File: config.mk
export PLATFORM = sky130hd
export DESIGN_NAME = byte_alu_with_status_flags
export DESIGN_NICKNAME = d
export VERILOG_FILES = /design/src/hdl/balu_pkg.sv /design/src/hdl/balu_core.sv /design/src/hdl/byte_alu_with_status_flags.sv
export SDC_FILE = /design/constraint.sdc
export NUM_CORES = 1
export LEC_CHECK = 0
export BUFFER_PORTS_ARGS = -buffer_cell sky130_fd_sc_hd__clkbuf_2
export CORE_MARGIN = 2
export CORE_UTILIZATION = 59
export CTS_BUF_LIST = sky130_fd_sc_hd__clkbuf_16
export CTS_CLUSTER_SIZE = 12
export DETAILED_ROUTE_END_ITERATION = 10
export GPL_TIMING_DRIVEN = 0
export PLACE_DENSITY_LB_ADDON = 0.1
export SLEW_MARGIN = 20
export SYNTH_ARGS = -nofsm -noshare
export SYNTH_HDL_FRONTEND = slang
export SYNTH_HIERARCHICAL = 1
export SYNTH_SLANG_ARGS = --single-unit
File: constraint.sdc
create_clock -name clk -period 9.4 [get_ports clk]
set_input_delay 1.41 -clock clk [delete_from_list [all_inputs] [get_ports clk]]
set_output_delay 1.41 -clock clk [all_outputs]
set_load 0.05 [all_outputs]
File: src/hdl/balu_pkg.sv
// balu_pkg: operation codes, item and result types for the byte alu
// used by balu_core, the top level and the testbench; depends on nothing
`timescale 1ns / 1ps

package balu_pkg;

  localparam int unsigned SIGN_BIT = 7;
  localparam int unsigned BIT6     = 6;
  localparam logic [7:0]  ONE      = 8'd1;

  typedef enum logic [4:0] {
    OP_ADC = 5'd0,
    OP_SBC = 5'd1,
    OP_INC = 5'd2,
    OP_DEC = 5'd3,
    OP_INX = 5'd4,
    OP_INY = 5'd5,
    OP_DEX = 5'd6,
    OP_DEY = 5'd7,
    OP_AND = 5'd8,
    OP_EOR = 5'd9,
    OP_ORA = 5'd10,
    OP_BIT = 5'd11,
    OP_ASL = 5'd12,
    OP_LSR = 5'd13,
    OP_ROL = 5'd14,
    OP_ROR = 5'd15,
    OP_CMP = 5'd16,
    OP_CPX = 5'd17,
    OP_CPY = 5'd18
  } op_t;

  typedef struct packed {
    logic [4:0] operation;
    logic [7:0] operand;
    logic [7:0] accumulator;
    logic [7:0] index_x;
    logic [7:0] index_y;
    logic       carry;
    logic       overflow;
    logic       shift_accumulator;
  } alu_item_t;

  typedef struct packed {
    logic [7:0] accumulator;
    logic [7:0] index_x;
    logic [7:0] index_y;
    logic [7:0] write_value;
    logic       write_enable;
    logic       carry;
    logic       zero;
    logic       negative;
    logic       overflow;
  } alu_result_t;

endpackage

File: src/hdl/balu_core.sv
// balu_core: combinational datapath for one alu item, binary mode only
// depends on balu_pkg for the operation codes and item/result structs
`timescale 1ns / 1ps

module balu_core (
  input  balu_pkg::alu_item_t   item,
  output balu_pkg::alu_result_t result
);

  always_comb begin
    logic [7:0] a;
    logic [7:0] x;
    logic [7:0] y;
    logic [7:0] m;
    logic [7:0] res;
    logic [7:0] src;
    logic [7:0] wv;
    logic [8:0] sum;
    logic       c;
    logic       v;
    logic       we;
    logic       n_from_res;

    a          = item.accumulator;
    x          = item.index_x;
    y          = item.index_y;
    m          = item.operand;
    c          = item.carry;
    v          = item.overflow;
    res        = item.accumulator;
    wv         = 8'd0;
    we         = 1'b0;
    n_from_res = 1'b1;
    sum        = 9'd0;
    src        = item.shift_accumulator ? item.accumulator : item.operand;

    case (item.operation)
      balu_pkg::OP_ADC: begin
        sum = {1'b0, a} + {1'b0, m} + {8'd0, c};
        res = sum[7:0];
        c   = sum[8];
        v   = ~(a[balu_pkg::SIGN_BIT] ^ m[balu_pkg::SIGN_BIT])
              & (a[balu_pkg::SIGN_BIT] ^ res[balu_pkg::SIGN_BIT]);
        a   = res;
      end
      balu_pkg::OP_SBC: begin
        // subtract as add of the complement, carry means no borrow
        sum = {1'b0, a} + {1'b0, ~m} + {8'd0, c};
        res = sum[7:0];
        c   = sum[8];
        v   = (a[balu_pkg::SIGN_BIT] ^ m[balu_pkg::SIGN_BIT])
              & (a[balu_pkg::SIGN_BIT] ^ res[balu_pkg::SIGN_BIT]);
        a   = res;
      end
      balu_pkg::OP_INC: begin
        res = m + balu_pkg::ONE;
        wv  = res;
        we  = 1'b1;
      end
      balu_pkg::OP_DEC: begin
        res = m - balu_pkg::ONE;
        wv  = res;
        we  = 1'b1;
      end
      balu_pkg::OP_INX: begin
        x   = x + balu_pkg::ONE;
        res = x;
      end
      balu_pkg::OP_INY: begin
        y   = y + balu_pkg::ONE;
        res = y;
      end
      balu_pkg::OP_DEX: begin
        x   = x - balu_pkg::ONE;
        res = x;
      end
      balu_pkg::OP_DEY: begin
        y   = y - balu_pkg::ONE;
        res = y;
      end
      balu_pkg::OP_AND: begin
        a   = a & m;
        res = a;
      end
      balu_pkg::OP_EOR: begin
        a   = a ^ m;
        res = a;
      end
      balu_pkg::OP_ORA: begin
        a   = a | m;
        res = a;
      end
      balu_pkg::OP_BIT: begin
        res        = a & m;
        v          = m[balu_pkg::BIT6];
        n_from_res = 1'b0;
      end
      balu_pkg::OP_ASL, balu_pkg::OP_LSR, balu_pkg::OP_ROL, balu_pkg::OP_ROR: begin
        case (item.operation)
          balu_pkg::OP_ASL: begin
            res = {src[6:0], 1'b0};
            c   = src[7];
          end
          balu_pkg::OP_LSR: begin
            res = {1'b0, src[7:1]};
            c   = src[0];
          end
          balu_pkg::OP_ROL: begin
            res = {src[6:0], c};
            c   = src[7];
          end
          default: begin
            res = {c, src[7:1]};
            c   = src[0];
          end
        endcase
        if (item.shift_accumulator) begin
          a = res;
        end else begin
          wv = res;
          we = 1'b1;
        end
      end
      balu_pkg::OP_CMP, balu_pkg::OP_CPX, balu_pkg::OP_CPY: begin
        case (item.operation)
          balu_pkg::OP_CMP: src = a;
          balu_pkg::OP_CPX: src = x;
          default:          src = y;
        endcase
        sum = {1'b0, src} - {1'b0, m};
        res = sum[7:0];
        c   = ~sum[8];
      end
      default: begin
        // unused codes act as no operation, flags follow a
        res = a;
      end
    endcase

    result.accumulator  = a;
    result.index_x      = x;
    result.index_y      = y;
    result.write_value  = wv;
    result.write_enable = we;
    result.carry        = c;
    result.zero         = (res == 8'd0);
    result.negative     = n_from_res ? res[balu_pkg::SIGN_BIT] : m[balu_pkg::SIGN_BIT];
    result.overflow     = v;
  end

endmodule

File: src/hdl/byte_alu_with_status_flags.sv
// byte_alu_with_status_flags: 6502-style byte alu, binary mode, with flag outputs
// depends on balu_pkg and balu_core
`timescale 1ns / 1ps

// Usage
// Input channel: in_valid / in_stall carry one item: the operation code,
// the operand byte, the current A, X, Y, carry and overflow, and the
// shift target select. An item is taken at a clock edge where in_valid
// is high and in_stall is low.
// Output channel: out_valid / out_stall carry one result per item: new
// A, X, Y, the write-back byte with its enable, and the C, Z, N, V flags.
// The item is captured in the input register, the datapath in balu_core
// works between that register and the result register, and the result
// is shown from the result register. Throughput is one item per cycle
// while out_stall is low, set by the single pass through balu_core.
// When the receiver holds out_stall, the result register keeps its value
// and the input register still fills if it is empty; in_stall rises once
// it holds an item, so at most one more item is taken.
// Reset (rst, synchronous, active high) empties both registers; no result
// is shown until a new item has been taken.

module byte_alu_with_status_flags (
  input  logic       clk,
  input  logic       rst,
  input  logic       in_valid,
  output logic       in_stall,
  input  logic [4:0] operation,
  input  logic [7:0] operand,
  input  logic [7:0] accumulator_in,
  input  logic [7:0] index_x_in,
  input  logic [7:0] index_y_in,
  input  logic       carry_in,
  input  logic       overflow_in,
  input  logic       shift_accumulator,
  output logic       out_valid,
  input  logic       out_stall,
  output logic [7:0] accumulator_out,
  output logic [7:0] index_x_out,
  output logic [7:0] index_y_out,
  output logic [7:0] write_value,
  output logic       write_enable,
  output logic       carry_out,
  output logic       zero_out,
  output logic       negative_out,
  output logic       overflow_out
);

  balu_pkg::alu_item_t   item_reg;
  logic                  item_valid;
  balu_pkg::alu_result_t core_result;
  balu_pkg::alu_result_t result_reg;
  logic                  result_valid;
  logic                  result_load;
  logic                  item_load;

  // result register frees when empty or when taken this cycle
  assign result_load = item_valid && (!result_valid || !out_stall);
  assign in_stall    = item_valid && result_valid && out_stall;
  assign item_load   = in_valid && !in_stall;

  always_ff @(posedge clk) begin
    if (rst) begin
      item_valid <= 1'b0;
    end else begin
      item_valid <= item_load || (item_valid && !result_load);
    end
  end

  always_ff @(posedge clk) begin
    if (item_load) begin
      item_reg.operation         <= operation;
      item_reg.operand           <= operand;
      item_reg.accumulator       <= accumulator_in;
      item_reg.index_x           <= index_x_in;
      item_reg.index_y           <= index_y_in;
      item_reg.carry             <= carry_in;
      item_reg.overflow          <= overflow_in;
      item_reg.shift_accumulator <= shift_accumulator;
    end
  end

  balu_core u_core (
    .item   (item_reg),
    .result (core_result)
  );

  always_ff @(posedge clk) begin
    if (rst) begin
      result_valid <= 1'b0;
    end else if (result_load) begin
      result_valid <= 1'b1;
    end else if (!out_stall) begin
      result_valid <= 1'b0;
    end
  end

  always_ff @(posedge clk) begin
    if (result_load) begin
      result_reg <= core_result;
    end
  end

  assign out_valid       = result_valid;
  assign accumulator_out = result_reg.accumulator;
  assign index_x_out     = result_reg.index_x;
  assign index_y_out     = result_reg.index_y;
  assign write_value     = result_reg.write_value;
  assign write_enable    = result_reg.write_enable;
  assign carry_out       = result_reg.carry;
  assign zero_out        = result_reg.zero;
  assign negative_out    = result_reg.negative;
  assign overflow_out    = result_reg.overflow;

endmodule

==> implementation parameters <==
Parameter                              Value

Worst setup path
  Startpoint of the lowest-slack register-to-register path ... item_reg[35]
  Signal arrival time at the worst endpoint ... 5.38 ns
  Depth of the most critical reg-to-reg path ... 17
  Critical path data required time ... 9.60 ns
  Endpoint of the worst-slack reg-to-reg timing path ... zero_out
  Crit Path Max Fanout ... 10
  Critical Path Sink Type ... flip-flop
  Flop-to-flop setup slack ... 4.21 ns
  Category of the worst setup path launch point ... flip-flop
  Path type of the worst setup path ... reg -> reg

STA
  Max-slew headroom ... 28.2%
  Clock skew ... 0.00810 ns
  Final setup fails ... 0
  Fin. max-slew vios ... 0
  Clock period minus final worst setup slack ... 5.19 ns
  Worst slew pin tran ... 1.07 ns
  Final Cycle Share ... 55.2%
  Max Clock Freq ... 0.193 GHz
  Endpoints failing hold ... 0
  Setup Total Neg Slack ... 0 ns
  Worst Setup Slack, final ... 4.21 ns
  Setup repair after global routing missed its margin ... no

Layout
  Layout area overhead ... 16.3%
  Total Nets Final ... 818
  Number of diodes ... 0
  Filler cell count ... 784
  Most common library cell in the layout ignoring fill and taps ... clkbuf_2
  Commonest non-fill, non-tap cells in the layout ... 82 x clkbuf_2, 77 x edfxtp_1, 55 x nand2_1, 50 x nor2_1, 45 x a21oi_1
  Max FFs per register ... 40
  Ratio of cells with drive above 1 in the final layout ... 18.5%
  Core occupancy in the finished layout ... 71.2%

Route
  Drt via density ... 6.65
  Router iterations before antenna repair ... 7
  Detailed router's first-iteration violation count ... 579
  Post-DR wirelength/cell ... 22.0 microns
  Number of design rule violations left after detail routing ... 0
  Via count ... 5781
  Final WL ... 19100 microns
  ANT nets after route ... 0

Global route
  Total global routing track utilization ... 35.0%
  Number of antenna violations at the first check in global routing ... 0
  Wire length of the first global-routing pass ... 28900 microns
  Via count of the first global-routing pass ... 5326
  Global route overflow ... 0
  Largest net degree at the start of global routing ... 28

Min path
  Hold WC Path Type ... reg -> reg
  Startpoint of the tightest hold check path ... item_valid
  Hold path depth ... 2
  Endpoint of the worst hold path ... item_valid

Synth
  Cell count after synthesis ... 636
  Primary flip-flop cell chosen by synthesis mapping ... edfxtp_1
  Async set-or-reset flop fraction in the synthesized netlist ... 0%
  EDFF count, synth ... 77
  Syn nets ... 723
  Proportion of synthesized chip area in sequential cells ... 39.1%
  Total number of yosys warnings ... 6
  Count of cell types in the netlist ... 77
  Cell Area, Synth ... 6010 sq um
  Flip-flop and latch count after synthesis ... 79
  Mapped Avg Cell Area ... 9.45 sq um

Die
  Total die area ... 11000 sq um
  Core Region ... 9820 sq um
  Vert. Die Dim ... 105 microns
  Ports placed on the boundary ... 83
  Horiz. Die Dim ... 105 microns
  Cell row count ... 36
  Initial Util ... 61.2%

Placed design
  Placement Setup Slack ... 4.39 ns
  I/O Buffers ... 82
  Final RePlAce weighted congestion ... 1.06
  Post-detailed-placement half-perimeter wirelength ... 14500 microns

Power
  P_leak ... 2.84 nW
  Power Density ... 149 nW/um^2
  Highest ir drop seen on vdd ... 0.145 mV

Clocking
  Post-CTS Hold Fix Bufs ... 0
  Clock slew at the register clock pins of the worst setup and hold paths ... 0.06 ns
  TritonCTS clock tree ... done
  Clock buffer count from CTS ... 9
  Clock insertion delay at the later pin of the skew report ... 0.35 ns
  Post-CTS setup buffer count ... 0
  Count of instances resized after the clock tree is built ... 0
  Max H-tree Level ... 3
  Number of clock sinks seen by CTS ... 79
  Maximum buffer depth of the clock tree ... 2
  Root buffer cell ... clkbuf_16

Status
  Status ... finished, final reports clean

Run
  Max-capacitance violation count ... 0
==> how the worst max path moves through the flow <==
stage                 startpoint                  to  slack [ns]
floorplan              out_stall  accumulator_out[0]        4.77
global placement       out_stall        overflow_out        3.77
detailed placement  item_reg[35]            zero_out        4.39
CTS                 item_reg[35]            zero_out        4.38
global route        item_reg[35]            zero_out        4.06
finish              item_reg[35]            zero_out        4.21
==> per-layer routing <==
| layer | GRT usage, % | part of all wire, % |
|---|---|---|
| met5 | 0 | 0 |
| met4 | 15.2 | 4.0 |
| met3 | 8.98 | 12 |
| met2 | 54.0 | 45 |
| met1 | 46.6 | 39 |
==> critical path: stages (launching register included) <==
cell and delay (ns):
edfxtp_1 0.32, buf_2 0.21, buf_2 0.30, clkbuf_1 0.50, clkbuf_1 0.43, buf_1 0.56, o211ai_1 0.20, o21ai_0 0.17
ha_1 0.20, inv_1 0.05, fa_1 0.40, xnor2_1 0.16, nand4b_1 0.13, a222oi_1 0.38, nand4b_1 0.12, or4_1 0.41
o31a_1 0.29, nor3_2 0.18
==> logic make-up after synthesis <==
logic type,after synthesis,share of synthesized area [%]
flops,79,39.1
compound gates,175,19.6
mux,18,4.48
simple gates,226,19.2
fa+ha+maj,43,9.58
xor+xnor,20,2.91
buf+inv,75,5.14
==> where the power goes <==
part	internal, W	total (W)	switching, W
logic	0.0000827	0.000241	0.000159
clock network	0.000231	0.000372	0.000141
registers	0.000411	0.000430	0.0000190
==> cell type report <==
class                           instances  area [sq um]  share of cell area, %
Buffer                                 38           170                   2.44
Sequential cell                        79          2350                   33.7
Timing Repair Buffer                   84           465                   6.66
Clock buffer                            9           225                   3.22
Inverter                               37           139                   1.99
Clock inverter                          7          88.8                   1.27
Multi-Input combinational cell        482          3380                   48.4
Tap cell                              133           166                   2.38
==> stage by stage <==
stage                     instances  power [W]  cell area (sq um)  hold WS, ns
after floorplan                 636   0.000599               6010        0.473
final                           869    0.00104               6990        0.511
after detailed placement        853   0.000670               6670        0.505
after global placement          851   0.000660               6590        0.484
after CTS                       869    0.00104               6990        0.513
after global routing            869    0.00108               6990        0.535
==> synthesized netlist by cell type, drive strengths merged, types with 5 or more instances <==
library cell | n | area, sq um
edfxtp | 77 | 2310
nand2 | 55 | 206
nor2 | 53 | 204
a21oi | 46 | 234
ha | 38 | 475
inv | 37 | 139
o21ai | 33 | 165
nand3 | 28 | 145
clkbuf | 27 | 101
nor3 | 23 | 120
xnor2 | 13 | 114
buf | 11 | 68.8
nand2b | 11 | 68.8
o221ai | 11 | 96.3
mux2i | 10 | 100
o22ai | 9 | 56.3
a31oi | 8 | 50.1
and3 | 8 | 55.1
a21o | 7 | 52.6
a221oi | 7 | 61.3
mux4 | 7 | 158
xor2 | 7 | 61.3
a211oi | 6 | 45.0
nor4 | 6 | 43.8
or4 | 6 | 45.0
fa | 5 | 100
nor2b | 5 | 31.3
or3 | 5 | 31.3
Power figures use the tool's default switching activity.
